--- src/sv/min_error_boundary_cut_assert.svh ---
// Assertion macros for the boundary cut block
`ifndef MIN_ERROR_BOUNDARY_CUT_ASSERT_SVH
`define MIN_ERROR_BOUNDARY_CUT_ASSERT_SVH
`ifndef SYNTHESIS
`define MEBC_ASSERT(lbl, clk, rst_n, prop, msg) \
  lbl: assert property (@(posedge clk) disable iff (!rst_n) (prop)) else $error(msg);
`define MEBC_ASSERT_NEXT(lbl, clk, rst_n, pre, post, msg) \
  lbl: assert property (@(posedge clk) disable iff (!rst_n) (pre) |=> (post)) else $error(msg);
`else
`define MEBC_ASSERT(lbl, clk, rst_n, prop, msg)
`define MEBC_ASSERT_NEXT(lbl, clk, rst_n, pre, post, msg)
`endif
`endif

--- src/sv/mebc_pkg.sv ---
// Shared constants and types for the boundary cut block
package mebc_pkg;
  localparam int TileMax    = 64;
  localparam int OverlapMax = 16;
  localparam int CostW      = 20;
  localparam int RadW       = 26;
  localparam int RootW      = 13;
  localparam int AcrW       = 4;
  localparam int StepW      = 6;
  localparam int DirAw      = StepW + AcrW;
  localparam logic [CostW-1:0] CostSat = {CostW{1'b1}};

  localparam logic [1:0] RegCutLeft = 2'd0;
  localparam logic [1:0] RegTile    = 2'd1;
  localparam logic [1:0] RegOverlap = 2'd2;

  localparam logic [1:0] DirDown = 2'd0;
  localparam logic [1:0] DirSame = 2'd1;
  localparam logic [1:0] DirUp   = 2'd2;

  typedef struct packed {
    logic             start;
    logic [RadW-1:0]  radicand;
  } sqrt_req_t;

  typedef struct packed {
    logic             done;
    logic [RootW-1:0] root;
  } sqrt_rsp_t;
endpackage

--- src/sv/mebc_isqrt.sv ---
// Digit-serial integer square root, two radicand bits per cycle
module mebc_isqrt
  import mebc_pkg::*;
(
  input  logic      clk_i,
  input  logic      rst_ni,
  input  sqrt_req_t req_i,
  output sqrt_rsp_t rsp_o
);
  localparam int Steps = RadW / 2;
  localparam int CntW  = $clog2(Steps + 1);

  logic [RadW-1:0]  rad_q, rad_d;
  logic [RootW+2:0] rem_q, rem_d;
  logic [RootW-1:0] root_q, root_d;
  logic [CntW-1:0]  cnt_q, cnt_d;
  logic             busy_q, busy_d, done_q, done_d;
  logic [RootW+2:0] trial;
  logic [RootW+2:0] shifted;

  always_comb begin
    rad_d = rad_q; rem_d = rem_q; root_d = root_q; cnt_d = cnt_q;
    busy_d = busy_q; done_d = 1'b0;
    shifted = {rem_q[RootW:0], rad_q[RadW-1 -: 2]};
    trial = {1'b0, root_q, 2'b01};
    if (req_i.start) begin
      rad_d = req_i.radicand; rem_d = '0; root_d = '0;
      cnt_d = CntW'(Steps); busy_d = 1'b1;
    end else if (busy_q) begin
      // one root digit: compare the shifted remainder with 4r+1
      rad_d = {rad_q[RadW-3:0], 2'b00};
      if (shifted >= trial) begin
        rem_d = shifted - trial;
        root_d = {root_q[RootW-2:0], 1'b1};
      end else begin
        rem_d = shifted;
        root_d = {root_q[RootW-2:0], 1'b0};
      end
      cnt_d = cnt_q - 1'b1;
      if (cnt_q == CntW'(1)) begin
        busy_d = 1'b0; done_d = 1'b1;
      end
    end
  end

  always_ff @(posedge clk_i or negedge rst_ni) begin
    if (!rst_ni) begin
      busy_q <= 1'b0; done_q <= 1'b0; cnt_q <= '0;
    end else begin
      busy_q <= busy_d; done_q <= done_d; cnt_q <= cnt_d;
    end
  end

  always_ff @(posedge clk_i) begin
    rad_q <= rad_d; rem_q <= rem_d; root_q <= root_d;
  end

  assign rsp_o.done = done_q;
  assign rsp_o.root = root_q;
endmodule

--- config.mk ---
export PLATFORM = sky130hd
export DESIGN_NAME = mebc_isqrt
export DESIGN_NICKNAME = d
export VERILOG_FILES = /design/src/sv/min_error_boundary_cut_assert.svh /design/src/sv/mebc_pkg.sv /design/src/sv/mebc_isqrt.sv
export SDC_FILE = /design/constraint.sdc
export NUM_CORES = 1
export LEC_CHECK = 0
export ABC_AREA = 1
export BUFFER_PORTS_ARGS = -buffer_cell sky130_fd_sc_hd__buf_2
export CORE_ASPECT_RATIO = 0.6
export CORE_UTILIZATION = 63
export DETAILED_ROUTE_END_ITERATION = 10
export HOLD_SLACK_MARGIN = 0.02
export PLACE_DENSITY_LB_ADDON = 0.05
export SYNTH_ARGS = -nofsm -noshare
export SYNTH_HDL_FRONTEND = slang
export SYNTH_SLANG_ARGS = --single-unit
--- constraint.sdc ---
create_clock -name clk_i -period 3.8 [get_ports clk_i]
set_clock_uncertainty 0.15 [all_clocks]
set_input_delay 0.76 -clock clk_i [delete_from_list [all_inputs] [get_ports clk_i]]
set_output_delay 0.76 -clock clk_i [all_outputs]
set_load 0.03 [all_outputs]
==> results of run 1 <==
-- synthesized netlist by cell type, types with 3 or more instances --
library cell / number / area, um2
nor2_1: 12 / 45.0
nand3b_1: 5 / 37.5
nand2_2: 8 / 50.1
dfxtp_1: 27 / 541
inv_1: 54 / 203
nand2_1: 173 / 649
ha_1: 17 / 213
a21oi_1: 10 / 50.1
nand3_1: 22 / 110
clkbuf_1: 4 / 15.0
buf_1: 3 / 11.3
o22ai_1: 13 / 81.3
o21ai_0: 7 / 35.0
nand3_2: 13 / 130
inv_2: 3 / 11.3
dfrtp_1: 6 / 150
edfxtp_1: 26 / 781
nand4_1: 6 / 37.5
xor2_1: 4 / 35.0
-- worst max-delay path: stages (launching register included) --
cell and delay [ns]:
dfxtp_1 0.33, inv_1 0.08, ha_1 0.37, nand2_1 0.13, nor2_1 0.27, and2_4 0.22
nand2_4 0.11, nand2_8 0.17, nand2_1 0.11, o21ai_0 0.21
-- per-stage QoR --
step	area, um2	hold slack, ns
2_1_floorplan	3400	0.280
3_3_place_gp	3630	0.301
3_5_place_dp	3630	0.299
4_1_cts	3800	0.0923
5_1_grt	3800	0.0985
6_report	3800	0.0979
-- power groups by stage --
| stage | Sequential, uW | Clock [uW] | Combinational (uW) |
|---|---|---|---|
| floorplan | 851 | 0 | 1220 |
| CTS | 836 | 487 | 1490 |
| global placement | 847 | 0 | 1450 |
| global route | 848 | 508 | 1710 |
| detailed placement | 849 | 0 | 1480 |
| finish | 837 | 481 | 1510 |
-- registers in the layout, summed over array words and instances, names as in the netlist --
signal,flops
rad_q,26
rem_q,14
root_q,13
cnt_q,4
busy_q,1
done_q,1
-- logic make-up (layout without fill, tap and decap cells) --
logic type	Yosys count	in the layout	share of synthesized area (%)
compound gates	33	33	5.85
fa+ha+maj	17	17	6.25
flops	59	59	43.3
simple gates	249	249	34.6
xor+xnor	6	6	1.54
buf+inv	69	117	8.50
-- final timing paths --
check | start | endpoint | slack [ns] | cells after the start
max | root_q[7]$_SDFFE_PP0P_ | root_q[0]$_SDFFE_PP0P_ | 1.50 | 9
min | rst_ni | cnt_q[1]$_DFFE_PN0P_ | 0.1 | 1
max reg2reg | root_q[7]$_SDFFE_PP0P_ | root_q[0]$_SDFFE_PP0P_ | 1.50 | 9
min reg2reg | rem_q[12]$_SDFFE_PP0P_ | rem_q[12]$_SDFFE_PP0P_ | 0.30 | 2
max in group asynchronous | rst_ni | done_q$_DFF_PN0_ | 3.25 | 1
min in group clk_i | rem_q[12]$_SDFFE_PP0P_ | rem_q[12]$_SDFFE_PP0P_ | 0.30 | 2
-- layout make-up --
class | instances | area (um2)
multi-input cells | 305 | 1640
flip-flops and latches | 59 | 1470
fillers | 419 | 1330
repair buffers | 44 | 225
inverters | 57 | 214
clock buffers | 13 | 149
well taps | 66 | 82.6
clock inverters | 3 | 15.0
-- routing by layer --
metal	up-vias	global-route usage (%)	part of all wire, %
met1	1311	40.9	49
met3	7	7.13	7.3
met5	-	0	0
met2	101	42.3	43
met4	0	5.54	0.57
li1	1475	-	-
==> metrics.md, run 1 <==
| Metric | Value |
|---|---|
| Most common cell after layout, fill and taps aside | nand2_1 |
| Initial DRC Count | 176 |
| DP Worst Slack | 1.41 ns |
| CP Data Required Time | 3.84 ns |
| Finished Core Util | 74.0% |
| Clock transition at path regs | 0.06 ns |
| Worst Setup End Kind | flip-flop |
| Setup crit start kind | flip-flop |
| Clock Power Share | 17.0% |
| Synth Warn # | 0 |
| Dpl cells | 531 |
| GP Congestion | 0.895 |
| Placement Rows | 20 |
| Setup TNS | 0 ns |
| Cts hold-fix bufs | 0 |
| CP max FO | 15 |
| Post-synth cell types | 35 |
| RSZ-0062 raised after global routing | no |
| Final setup margin | 1.50 ns |
| Worst Tran Pin Value | 0.622 ns |
| Hold Fails Final Rpt | 0 |
| CTS tree | built |
| Most frequent cells in the layout | nand2_1 (173), inv_1 (54), buf_2 (42) |
| DIE WIDTH | 96.9 um |
| IO Count | 43 |
| Final nets | 522 |
| Total gr overflow | 0 |
| Share of layout cells above drive strength 1 | 19.1% |
| Cts repair resizes | 0 |
| Gate power share | 53.3% |
| Hold crit path type | input port to async pin |
| Arrival time worst endpoint | 2.34 ns |
| Final ANT Viol Nets | 0 |
| Total of max-cap violations | 0 |
| Root Buffer | clkbuf_8 |
| Worst skew pair latency | 0.33 ns |
| Run status | completed |
| Leakage power | 0.00197 uW |
| Post-Synthesis Cells | 433 |
| Post-Route WL | 7370 um |
| Synthesized area per cell | 7.86 um2 |
| Seq/Total Area, Yosys | 43.3% |
| Seq pwr share | 29.6% |
| Most used DFF post-synth | dfxtp_1 |
| Vias in the first global route | 2625 |
| Sw Pwr | 1270 uW |
| Largest net degree at the start of global routing | 41 |
| Power, Total | 2830 uW |
| Diodes inserted | 0 |
| Post-layout min period | 2.30 ns |
| EDFF count, synth | 26 |
| Synth Cell Area | 3400 um2 |
| Total number of vias | 2894 |
| PD cells | 744 nW/um2 |
| Post-route DRC violation count | 0 |
| Post-synthesis register bit count | 59 |
| Headroom to the max-slew limit | 58.5% |
| CTS buffer count | 9 |
| Period utilization | 60.4% |
| Critical path type | flip-flop to flip-flop |
| Htree depth | 3 |
| Post-DP HPWL | 5510 um |
| I/O Buffers | 42 |
| Setup-failing EPs final | 0 |
| Die Height | 58.9 um |
| Synth async-reset ratio | 10.2% |
| Die area | 5710 um2 |
| Sw Share | 44.9% |
| Int Power | 1560 uW |
| Initial antenna violation count | 0 |
| First-pass GRT wire length | 12300 um |
| Synthesized net count | 479 |
| Drt pass-1 iters | 5 |
| Final non-filler cell total | 547 |
| Area delta synth->final | 11.7% |
| Drt wl/cell | 13.5 um |
| GRT Util Overall | 27.9% |
| Fmax | 0.436 GHz |
| Vias per cell | 5.29 |
| Post-CTS Setup Bufs | 0 |
| Starting Density | 66.3% |
| Max Root-Sink Buffers | 2 |
| Worst VDD drop | 0.422 mV |
| Area of the core | 5130 um2 |
| Sink Count | 59 |
| Max Slew Vio Count | 0 |
Note: power is estimated with default switching activity, not from simulation.
==> inputs of run 2 (changes only) <==
--- a/config.mk
+++ b/config.mk
@@ -8,7 +8,7 @@
 export ABC_AREA = 1
 export BUFFER_PORTS_ARGS = -buffer_cell sky130_fd_sc_hd__buf_2
 export CORE_ASPECT_RATIO = 0.6
-export CORE_UTILIZATION = 63
+export CORE_UTILIZATION = 52
 export DETAILED_ROUTE_END_ITERATION = 10
 export HOLD_SLACK_MARGIN = 0.02
 export PLACE_DENSITY_LB_ADDON = 0.05
==> constraint.sdc (replaced) <==
create_clock -name clk_i -period 2.1 [get_ports clk_i]
set_clock_uncertainty 0.15 [all_clocks]
set_input_delay 0.42 -clock clk_i [delete_from_list [all_inputs] [get_ports clk_i]]
set_output_delay 0.42 -clock clk_i [all_outputs]
set_load 0.03 [all_outputs]
==> run 2 against run 1 <==
Effect of this change: critical path depth rose by 3; worst setup slack worse by 1.5 ns; power rose by 100%; via count rose by 2.9%; cell count up 7.3%; sequential cell count unchanged; first-iteration DRC count rose by 8.5%; critical path type unchanged; largest power group unchanged; highest routed layer unchanged.
==> metrics.md, run 2 (synthesis results as in run 1) <==
| Metric | Value |
|---|---|
| Worst VDD drop | 0.684 mV |
| Most frequent cells in the layout | nand2_1 (170), inv_1 (51), buf_2 (42) |
| Vias per cell | 5.07 |
| Setup TNS | 0 ns |
| # fillers | 549 |
| Final nets | 544 |
| Setup-failing EPs final | 0 |
| Area of the core | 6220 um2 |
| Multi-input logic area | 1740 um2 |
| CP Data Required Time | 2.23 ns |
| Share of layout cells above drive strength 1 | 26.4% |
| Starting Density | 54.7% |
| Post-layout min period | 2.07 ns |
| Post-DP HPWL | 5900 um |
| Hold Fails Final Rpt | 0 |
| Die Height | 64.7 um |
| Worst Tran Pin Value | 0.422 ns |
| Headroom to the max-slew limit | 71.8% |
| Diodes inserted | 0 |
| DIE WIDTH | 106 um |
| Worst Setup End Kind | flip-flop |
| Period utilization | 98.6% |
| Worst Reg-to-Reg Cells | 12 |
| Root Buffer | clkbuf_8 |
| CP Capture Point | rem_q[2]$_SDFFE_PP0P_ |
| Drt pass-1 iters | 5 |
| Max reg flops | 26 |
| Worst reg2reg setup slack | 0.03 ns |
| GP Congestion | 0.833 |
| IO Count | 43 |
| Setup crit start kind | flip-flop |
| CTS tree | built |
| Largest regs | rad_q: 26 flops, rem_q: 14 flops, root_q: 13 flops |
| CP Launch Point | rad_q[24]$_DFFE_PP_ |
| Drt wl/cell | 13.6 um |
| Initial antenna violation count | 0 |
| PD cells | 1380 nW/um2 |
| Initial DRC Count | 191 |
| GRT Util Overall | 24.7% |
| Run status | completed |
| Worst skew pair latency | 0.33 ns |
| R2R Path End | rem_q[2]$_SDFFE_PP0P_ |
| Top reg by flops | rad_q |
| Total number of vias | 2977 |
| Htree depth | 3 |
| Total of max-cap violations | 0 |
| Max Slew Vio Count | 0 |
| Arrival time worst endpoint | 2.20 ns |
| Largest stage delay, worst path | 0.48 ns |
| I/O Buffers | 42 |
| Post-Route WL | 8000 um |
| Sink Count | 59 |
| Placement Rows | 22 |
| Critical path type | flip-flop to flip-flop |
| Critical-path cell list | inv_2 -> ha_2 -> inv_1 -> nand3_1 -> nand2_2 -> nand2_2 -> nand3_2 -> nand2_4 -> nand2_8 -> nor2_4 -> nand2_1 -> nand3_1 |
| Hold crit path type | input port to flip-flop |
| Vias in the first global route | 2542 |
| Most common cell after layout, fill and taps aside | nand2_1 |
| First-pass GRT wire length | 12700 um |
| Final ANT Viol Nets | 0 |
| Leakage power | 0.00208 uW |
| Die area | 6880 um2 |
| Post-route DRC violation count | 0 |
| Max Root-Sink Buffers | 2 |
| Finished Core Util | 66.2% |
| CTS buffer count | 9 |
| Fmax | 0.483 GHz |
| CP max FO | 12 |
| Worst flop-to-flop path startpoint | rad_q[24]$_DFFE_PP_ |
| Area delta synth->final | 21.0% |
| Clock transition at path regs | 0.06 ns |
| Total gr overflow | 0 |
| Storage cell area | 1470 um2 |
| Largest net degree at the start of global routing | 34 |
| Slowest-stage cell, CP | edfxtp_1 |
-- run 2: routing by layer --
metal | routed length (um) | GRT usage, % | up-vias
li1 | - | - | 1526
met3 | 494 | 6.64 | 4
met1 | 4200 | 38.9 | 1358
met2 | 3270 | 33.4 | 89
met5 | 0 | 0 | -
met4 | 27 | 4.45 | 0
-- run 2: stage by stage --
step                      cell area (um2)  hold slack [ns]  cells  total power [uW]  worst slack (ns)
after floorplan                      3410          -0.0256    433              3760           0.00141
after global placement               3750            0.102    560              4320           -0.0165
after detailed placement             3750            0.107    560              4350           -0.0354
after CTS                            3930            0.178    577              5230          -0.00226
after global routing                 4120            0.197    587              6180           -0.0475
final                                4120            0.191    587              5690            0.0296
-- run 2: area by class of cell --
cell class	instances	share of cell area [%]
clock inverter	3	0.334
clock buffer	13	3.62
multi-input combinational	305	42.4
tap	84	2.55
sequential	59	35.8
timing repair buffer	66	10.1
inverter	57	5.20
-- run 2: how the worst min path moves through the flow --
stage	slack [ns]	cells after the start	to	from
after CTS	0.18	3	rad_q[1]$_SDFFCE_PN0P_	req_i[1]
after global placement	0.10	1	cnt_q[1]$_DFFE_PN0P_	rst_ni
final	0.19	3	rad_q[1]$_SDFFCE_PN0P_	req_i[1]
after detailed placement	0.11	1	cnt_q[1]$_DFFE_PN0P_	rst_ni
after global routing	0.20	3	rad_q[10]$_DFFE_PP_	req_i[10]
after floorplan	-0.03	0	busy_q$_DFF_PN0_	rst_ni
-- run 2: worst max-delay path, delay by kind of cell, from the launching register on --
kind / cells / cell delay (ns)
simple gates: 9 / 0.98
buf+inv: 2 / 0.20
flops: 1 / 0.48
fa+ha+maj: 1 / 0.19
-- run 2: power breakdown --
group	switching (uW)	internal (uW)
registers	145	1400
clock network	415	453
logic	1920	1360
total	2480	3210
-- run 2: what timing repair did --
action / CTS / global route
pin swaps: 0 / 5
hold buffers: 1 / 0
endpoints found under the setup margin: 2 / 15
hold endpoints to repair: 6 / 0
buffers inserted: 0 / 10
resized for setup: 1 / 19
==> inputs of run 3 (changes only) <==
--- a/config.mk
+++ b/config.mk
@@ -11,7 +11,8 @@
 export CORE_UTILIZATION = 52
 export DETAILED_ROUTE_END_ITERATION = 10
 export HOLD_SLACK_MARGIN = 0.02
-export PLACE_DENSITY_LB_ADDON = 0.05
+export PLACE_DENSITY_LB_ADDON = 0.2
+export RECOVER_POWER = 100
 export SYNTH_ARGS = -nofsm -noshare
 export SYNTH_HDL_FRONTEND = slang
 export SYNTH_SLANG_ARGS = --single-unit
==> run 3 against run 2 <==
Effect of this change: sequential cell count stayed put; die area unchanged; clock-buffer cell count fell by 2.
==> metrics.md, run 3 (synthesis results as in run 1) <==
| Metric | Value |
|---|---|
| Area of the core | 6220 um2 |
| Top reg by flops | rad_q |
| Setup crit start kind | flip-flop |
| Most frequent cells in the layout | nand2_1 (172), inv_1 (49), buf_2 (27) |
| Setup-failing EPs final | 0 |
| Max Slew Vio Count | 0 |
| I/O Buffers | 42 |
| DIE WIDTH | 106 um |
| Worst Hold Launch | req_i[1] |
| Worst Tran Pin Value | 0.954 ns |
| PD cells | 1420 nW/um2 |
| Die area | 6880 um2 |
| Worst Reg-to-Reg Cells | 11 |
| Area delta synth->final | 21.6% |
| Crit path buf inv count | 2 |
| Post-route DRC violation count | 0 |
| CP max FO | 7 |
| CP delay by family, top | simple AND/OR/NAND/NOR gates |
| Slowest-stage cell, CP | dfxtp_1 |
| Sink Count | 59 |
| Drt pass-1 iters | 4 |
| Worst skew pair latency | 0.34 ns |
| Max Root-Sink Buffers | 2 |
| Dpl cells | 565 |
| Post-layout min period | 1.99 ns |
| First-pass GRT wire length | 13400 um |
| Starting Density | 54.7% |
| Most common cell after layout, fill and taps aside | nand2_1 |
| Largest regs | rad_q: 26 flops, rem_q: 14 flops, root_q: 13 flops |
| Worst flop-to-flop path startpoint | root_q[7]$_SDFFE_PP0P_ |
| Largest stage delay, worst path | 0.35 ns |
| IO Count | 43 |
| Total gr overflow | 0 |
| Initial antenna violation count | 0 |
| Final ANT Viol Nets | 0 |
| Root Buffer | clkbuf_8 |
| Headroom to the max-slew limit | 36.4% |
| Sw Pwr | 2610 uW |
| Vias in the first global route | 2766 |
| Hold crit path type | input port to flip-flop |
| Diodes inserted | 0 |
| Htree depth | 3 |
| Run status | completed |
| Initial DRC Count | 220 |
| Setup TNS | 0 ns |
| Fmax | 0.502 GHz |
| CTS tree | built |
| Hold Fails Final Rpt | 0 |
| Most frequent CP cell | nand2_1 |
| Total number of vias | 3041 |
| Post-Route WL | 8340 um |
| Vias per cell | 5.13 |
| Drt wl/cell | 14.1 um |
| Hold slack | 0.185 ns |
| CTS buffer count | 9 |
| Final non-filler cell total | 593 |
| Die Height | 64.7 um |
| Placement Rows | 22 |
| Dpl cell area | 3790 um2 |
| Sw Share | 44.5% |
| Leakage power | 0.00204 uW |
| Int Power | 3260 uW |
| CP Data Required Time | 2.19 ns |
| Total of max-cap violations | 0 |
| Power, Total | 5880 uW |
| Largest net degree at the start of global routing | 35 |
| Arrival time worst endpoint | 2.08 ns |
| GP Congestion | 0.921 |
| Worst VDD drop | 0.747 mV |
| Seq pwr share | 26.6% |
| Final instance area | 4140 um2 |
| Hold Crit Endpoint | rad_q[1]$_SDFFCE_PN0P_ |
| Critical-path cell list | inv_2 -> ha_4 -> nand2_1 -> nand2_1 -> nand2_1 -> nand2_2 -> a21oi_4 -> nand2_4 -> buf_4 -> nand3_2 -> nand3_1 |
| Post-DP HPWL | 5940 um |
| Worst Setup End Kind | flip-flop |
| Final nets | 550 |
| Critical path type | flip-flop to flip-flop |
| R2R Path End | rem_q[2]$_SDFFE_PP0P_ |
| Share of layout cells above drive strength 1 | 24.6% |
| Period utilization | 94.8% |
| Max reg flops | 26 |
| GRT Util Overall | 25.6% |
| Clock Power Share | 15.8% |
| Gate power share | 57.7% |
| Worst reg2reg setup slack | 0.11 ns |
| Hold depth | 3 |
| Clock transition at path regs | 0.07 ns |
==> run 3: changes by cell type in the layout (fill, tap and decap cells not counted), sizes merged <==
cell      change
clkinvlp      +2
clkbuf       +16
nand2         +1
buf          -13
==> run 3: worst min-delay path, cell delays in order <==
cell	delay (ns)
buf_2	0.07
nand2_1	0.04
inv_1	0.04
==> run 3: metrics by stage <==
| step | utilization [%] | worst slack [ns] |
|---|---|---|
| after floorplan | - | 0.00141 |
| final | 66.5 | 0.110 |
| after global placement | 61.0 | 0.103 |
| after detailed placement | 61.0 | -0.0365 |
| after CTS | 64.2 | 0.0526 |
| after global routing | 66.5 | -0.0221 |
==> run 3: cell type report <==
class	instances	area, um2
fillers	555	2080
repair buffers	71	405
inverters	57	214
clock buffers	11	141
multi-input cells	306	1770
clock inverters	5	30.0
well taps	84	105
flip-flops and latches	59	1480
==> run 3: layer usage <==
metal | up-vias | share of wire, % | GRT usage, %
met5 | - | 0 | 0
met4 | 0 | 0.85 | 5.65
met3 | 11 | 6.2 | 7.65
met2 | 95 | 42 | 38.1
met1 | 1404 | 51 | 36.5
li1 | 1531 | - | -
==> run 3: worst max path at each step <==
stage                             endpoint  cells after the start                   start  slack (ns)
finish               rem_q[2]$_SDFFE_PP0P_                     11  root_q[7]$_SDFFE_PP0P_        0.11
floorplan            rem_q[5]$_SDFFE_PP0P_                      9  root_q[9]$_SDFFE_PP0P_       0.001
global route        rem_q[13]$_SDFFE_PP0P_                     10  root_q[6]$_SDFFE_PP0P_       -0.02
CTS                 rem_q[12]$_SDFFE_PP0P_                     14  root_q[1]$_SDFFE_PP0P_        0.05
detailed placement  rem_q[12]$_SDFFE_PP0P_                     12  root_q[3]$_SDFFE_PP0P_       -0.04
global placement    rem_q[12]$_SDFFE_PP0P_                     12  root_q[5]$_SDFFE_PP0P_        0.10
==> run 3: what timing repair did <==
| item | 4_1_cts | 5_1_grt |
|---|---|---|
| pin swaps | 1 | 7 |
| setup buffers | 1 | 9 |
| endpoints found under the hold margin | 6 | 0 |
| endpoints found under the setup margin | 8 | 15 |
| gates cloned | 0 | 1 |
| hold buffers | 1 | 0 |
| gates resized for setup | 1 | 22 |
==> run 3: power groups by stage <==
| stage | logic (uW) | registers, uW | clock network (uW) |
|---|---|---|---|
| 6_report | 3390 | 1560 | 926 |
| 5_1_grt | 3780 | 1570 | 1010 |
| 4_1_cts | 2900 | 1530 | 941 |
| 3_5_place_dp | 2850 | 1550 | 0 |
| 3_3_place_gp | 2810 | 1550 | 0 |
| 2_1_floorplan | 2210 | 1540 | 0 |
